File: src/lac_pkg.sv
// ----------------------------------------------------------------------------
// lac_pkg: shared types and constants of the lagged autocorrelation block
// Field widths, register codes, reset values and the controller/datapath
// command and status structs.
// ----------------------------------------------------------------------------
`default_nettype none

package lac_pkg;

  // field and register widths
  localparam int SAMPLE_W  = 16;
  localparam int LAG_W     = 9;
  localparam int MEAN_W    = 24;
  localparam int VAR_W     = 40;
  localparam int CNT_W     = 24;
  localparam int RES_W     = 16;
  localparam int CFG_IDX_W = 2;

  // arithmetic widths
  localparam int FRAC_W = 8;                    // Q.8 fraction of mean/variance
  localparam int DEV_W  = SAMPLE_W + FRAC_W + 1; // signed deviation
  localparam int PROD_W = 2 * DEV_W;            // deviation product
  localparam int ACC_W  = 64;                   // product sum
  localparam int HALF_W = VAR_W / 2;            // variance split for the divisor
  localparam int QUO_W  = 16;                   // quotient bits developed
  localparam int QFRAC  = 6;                    // extra scale of the sum (x64)
  localparam int REM_W  = ACC_W + QFRAC;
  localparam int DSH_W  = ACC_W + QUO_W - 1;
  localparam int STEP_W = $clog2(QUO_W);

  localparam logic [CNT_W-1:0] CNT_MAX = {CNT_W{1'b1}};
  localparam logic [ACC_W-1:0] ACC_MAX = {1'b0, {(ACC_W-1){1'b1}}};
  localparam logic [ACC_W-1:0] ACC_MIN = {1'b1, {(ACC_W-1){1'b0}}};
  localparam logic [RES_W-1:0] RES_MAX = {1'b0, {(RES_W-1){1'b1}}};
  localparam logic [RES_W-1:0] RES_MIN = {1'b1, {(RES_W-1){1'b0}}};

  // register reset values
  localparam logic [LAG_W-1:0]  LAG_RESET  = LAG_W'(1);
  localparam logic [MEAN_W-1:0] MEAN_RESET = '0;
  localparam logic [VAR_W-1:0]  VAR_RESET  = VAR_W'(256);

  // register indexes
  typedef enum logic [CFG_IDX_W-1:0] {
    REG_LAG  = 2'd0,
    REG_MEAN = 2'd1,
    REG_VAR  = 2'd2
  } cfg_reg_t;

  // controller states
  typedef enum logic [2:0] {
    S_RUN,
    S_DRAIN,
    S_SCALE_LO,
    S_SCALE_HI,
    S_DIV_INIT,
    S_DIV,
    S_FINISH
  } lac_state_t;

  // controller to datapath
  typedef struct packed {
    logic load;      // sample transfer: write delay line, read partner
    logic mul;       // deviation product stage
    logic acc;       // accumulate stage
    logic scale_lo;  // divisor, low half of variance
    logic scale_hi;  // divisor, high half of variance
    logic div_init;  // load divider
    logic div_step;  // one quotient bit
    logic finish;    // register result, clear run state
  } lac_cmd_t;

  // datapath to controller
  typedef struct packed {
    logic div_last;  // final quotient bit this cycle
  } lac_stat_t;

endpackage

`default_nettype wire

File: src/lac_ctrl.sv
// ----------------------------------------------------------------------------
// lac_ctrl: sequencer of the lagged autocorrelation block
// Tracks the sample pipeline, stops intake after the end of a series,
// runs divisor multiply and divider, and owns the result valid flag.
// ----------------------------------------------------------------------------
`default_nettype none

module lac_ctrl (
  input  logic               clk,
  input  logic               rst,
  input  logic               feed_valid,
  input  logic               feed_last,
  output logic               feed_ready,
  input  logic               res_ready,
  output logic               res_valid,
  output lac_pkg::lac_cmd_t  cmd,
  input  lac_pkg::lac_stat_t stat
);
  import lac_pkg::*;

  lac_state_t state, state_next;
  logic       v1, v2;
  logic       load;
  logic       slot_free;

  // state and pipeline valid registers
  always_ff @(posedge clk) begin
    if (rst) begin
      state     <= S_RUN;
      v1        <= 1'b0;
      v2        <= 1'b0;
      res_valid <= 1'b0;
    end else begin
      state <= state_next;
      v1    <= load;
      v2    <= v1;
      if (cmd.finish) begin
        res_valid <= 1'b1;
      end else if (res_ready) begin
        res_valid <= 1'b0;
      end
    end
  end

  assign slot_free = !res_valid || res_ready;

  // next state and commands; no intake while in reset
  always_comb begin
    state_next   = state;
    feed_ready   = (state == S_RUN) && !rst;
    load         = feed_valid && feed_ready;
    cmd          = '0;
    cmd.load     = load;
    cmd.mul      = v1;
    cmd.acc      = v2;
    unique case (state)
      S_RUN: begin
        if (load && feed_last) begin
          state_next = S_DRAIN;
        end
      end
      S_DRAIN: begin
        // last sample is in the accumulate stage
        if (v2 && !v1) begin
          state_next = S_SCALE_LO;
        end
      end
      S_SCALE_LO: begin
        cmd.scale_lo = 1'b1;
        state_next   = S_SCALE_HI;
      end
      S_SCALE_HI: begin
        cmd.scale_hi = 1'b1;
        state_next   = S_DIV_INIT;
      end
      S_DIV_INIT: begin
        cmd.div_init = 1'b1;
        state_next   = S_DIV;
      end
      S_DIV: begin
        cmd.div_step = 1'b1;
        if (stat.div_last) begin
          state_next = S_FINISH;
        end
      end
      S_FINISH: begin
        if (slot_free) begin
          cmd.finish = 1'b1;
          state_next = S_RUN;
        end
      end
      default: begin
        state_next = S_RUN;
      end
    endcase
  end

`ifndef SYNTH
  // intake stops right after the end of a series
  a_last_blocks: assert property (@(posedge clk) disable iff (rst)
    (load && feed_last) |=> !feed_ready)
    else $error("sample taken after end of series");

  // a result only appears out of the finish step
  a_valid_src: assert property (@(posedge clk) disable iff (rst)
    $rose(res_valid) |-> $past(state == S_FINISH))
    else $error("result valid without finish");

  // pipeline is empty while dividing
  a_div_quiet: assert property (@(posedge clk) disable iff (rst)
    (state == S_DIV) |-> (!v1 && !v2 && !load))
    else $error("sample in flight during divide");

  // finish presents the result and reopens intake
  a_finish: assert property (@(posedge clk) disable iff (rst)
    cmd.finish |=> (res_valid && feed_ready))
    else $error("finish did not present result");
`endif

endmodule

`default_nettype wire

File: config.mk
export PLATFORM = sky130hd
export DESIGN_NAME = lac_ctrl
export DESIGN_NICKNAME = d
export VERILOG_FILES = /design/src/lac_pkg.sv /design/src/lac_ctrl.sv
export SDC_FILE = /design/constraint.sdc
export NUM_CORES = 1
export LEC_CHECK = 0
export BUFFER_PORTS_ARGS = -buffer_cell sky130_fd_sc_hd__buf_2
export CAP_MARGIN = 20
export CELL_PAD_IN_SITES_DETAIL_PLACEMENT = 1
export CELL_PAD_IN_SITES_GLOBAL_PLACEMENT = 1
export CORE_AREA = 2 2 39 41
export CTS_BUF_LIST = sky130_fd_sc_hd__clkbuf_4 sky130_fd_sc_hd__clkbuf_8
export CTS_CLUSTER_SIZE = 28
export DETAILED_ROUTE_END_ITERATION = 7
export DIE_AREA = 0 0 41 43
export PLACE_DENSITY_LB_ADDON = 0.08
export SLEW_MARGIN = 10
export SYNTH_ARGS = -nofsm -noshare
export SYNTH_HDL_FRONTEND = slang
export SYNTH_SLANG_ARGS = --single-unit
export TNS_END_PERCENT = 20
File: constraint.sdc
create_clock -name clk -period 3 [get_ports clk]
set_clock_uncertainty 0.1 [all_clocks]
set_input_delay 0.3 -clock clk [delete_from_list [all_inputs] [get_ports clk]]
set_output_delay 0.3 -clock clk [all_outputs]
set_load 0.01 [all_outputs]
==> impl_metrics.py, run 1 <==
metrics = {
    "global_routing": {
        "grt_max_degree": 12,
        "grt_usage_pct": 11.01,
        "grt_pass1_vias": 294,
        "grt-ovfl-total": 0,
        "grt_antenna_before_repair": 0,
        "grt_pass1_wl_mm": 1.235,
    },
    "critical_path": {
        "cp_cell_sequence": "nor4_2 > and2_1 > buf_2",
        "crit_fanout": 11,
        "critPathKind": "reg -> out",
        "worstReg2RegStart": "state[1]",
        "cp.required_ps": 2600,
        "worstPathArrival_ps": 1350,
        "crit_start": "state[2]",
        "endpoint_kind": "primary output",
        "slowest_delay_ps": 410,
        "cpMaxStageDelayCell": "dfxtp_1",
        "critPathLaunchType": "register",
        "regToRegSetupSlack_ps": 1650,
    },
    "floorplan": {
        "die_width_um": 41,
        "initial_core_util_pct": 25.59,
        "io_pins": 16,
        "dieArea_um2": 1763,
        "num_rows": 14,
        "coreArea_um2": 1384,
        "die_h_um": 43,
    },
    "placed_design": {
        "place_congestion": 0.6932,
        "portBuffers": 15,
        "dp_cells": 62,
        "dpl.hpwl_um": 578.5,
    },
    "power": {
        "p_clk_share_pct": 32.0,
        "seq_power_share_pct": 43.9,
        "intPower_mw": 0.1648,
        "combPwrFrac_pct": 24.1,
        "p_sw_mw": 0.07188,
        "p_leak_nw": 0.2140,
        "power_density_nw_per_um2": 546.8,
        "ir_worst_vdd_uv": 236.0,
        "finalPower_mw": 0.2367,
        "p_sw_share_pct": 30.36,
    },
    "timing": {
        "finalSetupViolCount": 0,
        "slew_violations": 0,
        "rsz0062_at_grt": "false",
        "min_period_over_period_pct": 58.50,
        "final.min_clock_period_ps": 1755,
        "fmax_mhz": 569.8,
        "tightest_slew_ps": 365.9,
        "hold_viol": 0,
        "relSlewSlack_pct": 75.58,
        "finalSetupTns_ps": 0,
    },
    "logic_synthesis": {
        "yosys_warnings": 0,
        "async_reset_ff_share_pct": 0,
        "ys_top_cells_by_count": "dfxtp_1 (6), and2_1 (3), buf_4 (3)",
        "synth_area_leader_cell": "dfxtp_1",
        "synth_seq_area_share_pct": 33.92,
        "synth_edf_count": 0,
        "syn-cell-area_um2": 354.1,
        "yosysUniqueCellTypes": 21,
        "synthTopCellsByArea": "dfxtp_1 (34%), nand2b_4 (7.8%), a211oi_2 (7.1%)",
        "yosys_register_bits": 6,
        "syn_nets": 42,
        "ys.flop_type": "dfxtp_1",
        "synth_most_common_cell": "dfxtp_1",
        "avgSynthCellArea_um2": 9.836,
        "syn_inst": 36,
        "synth_top_cell_area_share_pct": 33.92,
    },
    "route": {
        "drtIter0Drc": 1,
        "drc": 0,
        "postRouteAntennaNets": 0,
        "dr.pass1.iters": 2,
        "routed_wl_um": 744,
        "wl_per_cell_um": 11.45,
        "via_count": 303,
        "vias_per_cell": 4.662,
    },
    "clock_network": {
        "path_clk_slew_ps": 50,
        "clkSinkCount": 6,
        "cts_buffers": 3,
        "insertion_delay_ps": 240,
        "post_cts_buffers": 0,
        "cts_tree": "built",
        "holdBufCountCts": 0,
        "ctsResizeCount": 0,
        "h-tree-depth": 1,
        "clock_path_buffers": 2,
        "root_buffer": "clkbuf_4",
    },
    "final_layout": {
        "antennaDiodeCount": 0,
        "fill_cells": 176,
        "nNetsFinal": 57,
        "drive_gt1_share_pct": 48.98,
        "area_growth_pct": 22.26,
        "stdcell_count": 65,
    },
    "min_path": {
        "hold_path_startpoint": "feed_valid",
        "min_path_type": "in -> reg",
    },
    "outcome": {
        "outcome": "finished, final reports clean",
    },
    "flow_run": {
        "maxCapViolations": 0,
    },
}
==> critical path: cells and delay by family (launching register included) <==
family,cells,cell delay [ps]
AND/OR/NAND/NOR,2,580
flip-flops,1,410
buffers and inverters,1,130
==> cells by family (layout without fill, tap and decap cells) <==
kind of cell	after synthesis	count (layout)	share of synthesized area, %
buffers and inverters	6	19	12.01
AND/OR/NAND/NOR	15	15	31.45
AO/OA/AOI/OAI	9	9	22.61
flip-flops	6	6	33.92
==> metal layers <==
layer  global-route usage (%)  share of wire [%]
met5                        0                  0
met4                    8.000                2.6
met3                    6.283                9.5
met2                    13.44                 40
met1                    13.69                 48
==> sequential cells by signal, indices dropped and copies added, names as in the netlist <==
name       flops
state          3
res_valid      1
v1             1
v2             1
==> final timing paths <==
check             endpoint  depth (start not counted)
setup / recovery    cmd[7]                          3
hold / removal          v1                          2
setup reg to reg  state[1]                          3
hold reg to reg         v2                          1
==> final cells by class <==
type                       count  area, µm²  area share [%]
clock buffer                   3      22.52           5.202
inverter                       1      3.754          0.8671
multi-input combinational     24      191.4           44.22
sequential                     6      120.1           27.75
tap                           16      20.02           4.624
timing repair buffer          15      75.07           17.34
==> power groups by stage <==
stage	Combinational [mW]	Sequential [mW]	Clock (mW)
after floorplan	0.0546	0.0976	0
after global placement	0.0573	0.106	0
after detailed placement	0.0585	0.105	0
after CTS	0.0586	0.104	0.0797
after global routing	0.0648	0.105	0.0809
final	0.0571	0.104	0.0757
==> through the flow <==
step	instance area (µm²)	util, %	hold slack, ps	setup WS, ps
floorplan	354.1	-	264.6	1445
global placement	410.4	29.66	369.1	1573
detailed placement	410.4	29.66	375.9	1511
CTS	432.9	31.28	183.5	1230
global route	432.9	31.28	211.7	1144
finish	432.9	31.28	184.9	1245
==> layout by cell type, fill, tap and decap left out, drive strengths merged <==
master,Yosys,layout
and3,2,2
nor3b,1,1
o21ba,1,1
nor2,1,1
and2,3,3
dfxtp,6,6
a211oi,4,4
inv,1,1
nor4,1,1
buf,5,15
nor2b,2,2
nand2,1,1
o211a,1,1
nor3,2,2
a21bo,1,1
clkbuf,0,3
nand2b,2,2
a21oi,2,2
(Power assumes the default switching activity.)
==> run 2: changes to the inputs <==
==> constraint.sdc (replaced) <==
create_clock -name clk -period 1.5 [get_ports clk]
set_clock_uncertainty 0.1 [all_clocks]
set_input_delay 0.15 -clock clk [delete_from_list [all_inputs] [get_ports clk]]
set_output_delay 0.15 -clock clk [all_outputs]
set_load 0.01 [all_outputs]
==> impl_metrics.py, run 2 (same netlist as run 1, synthesis figures left out) <==
metrics = {
    "timing": {
        "final.setup.worst_slack_ps": 75.22,
        "slew_violations": 0,
        "finalSetupTns_ps": 0,
        "hold_viol": 0,
        "min_period_over_period_pct": 94.99,
        "finalSetupViolCount": 0,
        "final.min_clock_period_ps": 1425,
        "tightest_slew_ps": 254.1,
        "relSlewSlack_pct": 83.02,
        "timing.hold.ws_ps": 51.01,
        "fmax_mhz": 701.9,
    },
    "floorplan": {
        "initial_core_util_pct": 25.59,
        "io_pins": 16,
        "num_rows": 14,
        "die_h_um": 43,
        "dieArea_um2": 1763,
        "die_width_um": 41,
        "coreArea_um2": 1384,
    },
    "critical_path": {
        "endpoint_kind": "primary output",
        "cp.required_ps": 1250,
        "rr_endpoint": "state[1]",
        "slowest_delay_ps": 420,
        "worstReg2RegStart": "state[1]",
        "cp_cell_sequence": "nor2b_2 > and3_1 > buf_2",
        "regToRegSetupSlack_ps": 230,
        "cpMaxStageDelayCell": "dfxtp_2",
        "critPathKind": "reg -> out",
        "crit_fanout": 9,
        "critPathLaunchType": "register",
        "cp_num_buf_inv": 1,
        "worstPathArrival_ps": 1170,
        "r2r_cells": 3,
        "crit_family": "flip-flops",
    },
    "final_layout": {
        "finalCoreUtilization_pct": 32.55,
        "antennaDiodeCount": 0,
        "largest_reg_flops": 3,
        "area_growth_pct": 27.21,
        "nNetsFinal": 57,
        "stdcell_count": 65,
        "final_common_cell": "buf_2",
        "regMostFlops": "state",
        "stdcell_area_um2": 450.4,
        "final_cell_mix": "buf_2 (15), and2_1 (3), clkbuf_4 (3), dfxtp_1 (3)",
        "drive_gt1_share_pct": 55.10,
    },
    "clock_network": {
        "post_cts_buffers": 0,
        "cts_tree": "built",
        "h-tree-depth": 1,
        "insertion_delay_ps": 240,
        "root_buffer": "clkbuf_4",
        "clock_path_buffers": 2,
        "cts_buffers": 3,
        "path_clk_slew_ps": 40,
        "clkSinkCount": 6,
    },
    "placed_design": {
        "place_congestion": 0.7084,
        "place_ws_ps": 166.7,
        "dpl.hpwl_um": 604.9,
        "portBuffers": 15,
        "dp_cells": 62,
        "placed_area_um2": 410.4,
    },
    "power": {
        "p_clk_share_pct": 30.9,
        "power_density_nw_per_um2": 1082,
        "p_sw_mw": 0.1502,
        "p_sw_share_pct": 30.81,
        "seq_power_share_pct": 44.5,
        "combPwrFrac_pct": 24.7,
        "intPower_mw": 0.3373,
        "p_leak_nw": 0.2175,
        "finalPower_mw": 0.4874,
        "ir_worst_vdd_uv": 321.6,
    },
    "route": {
        "postRouteAntennaNets": 0,
        "vias_per_cell": 4.615,
        "dr.pass1.iters": 2,
        "drc": 0,
        "via_count": 300,
        "wl_per_cell_um": 12.72,
        "drtIter0Drc": 3,
        "routed_wl_um": 827,
    },
    "min_path": {
        "holdPathStages": 2,
        "min_path_type": "in -> reg",
        "min_to": "v1",
        "hold_path_startpoint": "feed_valid",
    },
    "outcome": {
        "outcome": "finished, final reports clean",
    },
    "flow_run": {
        "maxCapViolations": 0,
    },
    "global_routing": {
        "use_met3_pct": 6.283,
        "grt-ovfl-total": 0,
        "met2_usage_pct": 15.00,
        "gr-usage-met1_pct": 12.82,
        "grt_pass1_wl_mm": 1.269,
        "grt_usage_pct": 11.53,
        "grt_pass1_vias": 284,
        "grt_max_degree": 12,
        "grt_antenna_before_repair": 0,
        "top_usage_layer": "met2",
    },
}
run 2: power by group through the flow:
stage / sequential, mW / combinational (mW) / clock (mW)
final: 0.217 / 0.120 / 0.150
after global routing: 0.220 / 0.133 / 0.175
after CTS: 0.213 / 0.117 / 0.157
after detailed placement: 0.214 / 0.116 / 0
after global placement: 0.210 / 0.116 / 0
after floorplan: 0.195 / 0.109 / 0
run 2: worst max path at each step:
stage	startpoint	to	slack [ps]	depth (start not counted)
floorplan	state[2]	cmd[7]	90	4
global placement	state[2]	cmd[7]	190	3
detailed placement	state[1]	state[1]	170	3
CTS	state[0]	cmd[7]	20	3
global route	state[0]	cmd[7]	-0.5	3
finish	state[1]	cmd[0]	80	3
run 2: per-layer routing:
metal	wire, µm	share of wire, %	vias to the layer above
met1	380	46	136
met2	373	45	12
li1	-	-	150
met5	0	0	-
met3	53	6.4	2
met4	19	2.3	0
run 2: worst reg2reg max path, stage by stage (launching register included):
cell	delay [ps]
dfxtp_2	420
nor2b_2	230
a21bo_1	230
a211oi_2	210
run 2: layout make-up:
| type | count | area [µm²] |
|---|---|---|
| Fill cell | 180 | 933.4 |
| Multi-Input combinational cell | 24 | 200.2 |
| Clock buffer | 3 | 22.52 |
| Tap cell | 16 | 20.02 |
| Sequential cell | 6 | 128.9 |
| Inverter | 1 | 3.754 |
| Timing Repair Buffer | 15 | 75.07 |
run 2: repair_timing:
action / 4_1_cts / 5_1_grt
pin swaps: 1 / 0
setup endpoints to repair: 5 / 1
endpoints found under the hold margin: 0 / 0
resized for setup: 3 / 3
hold buffers: 0 / 0
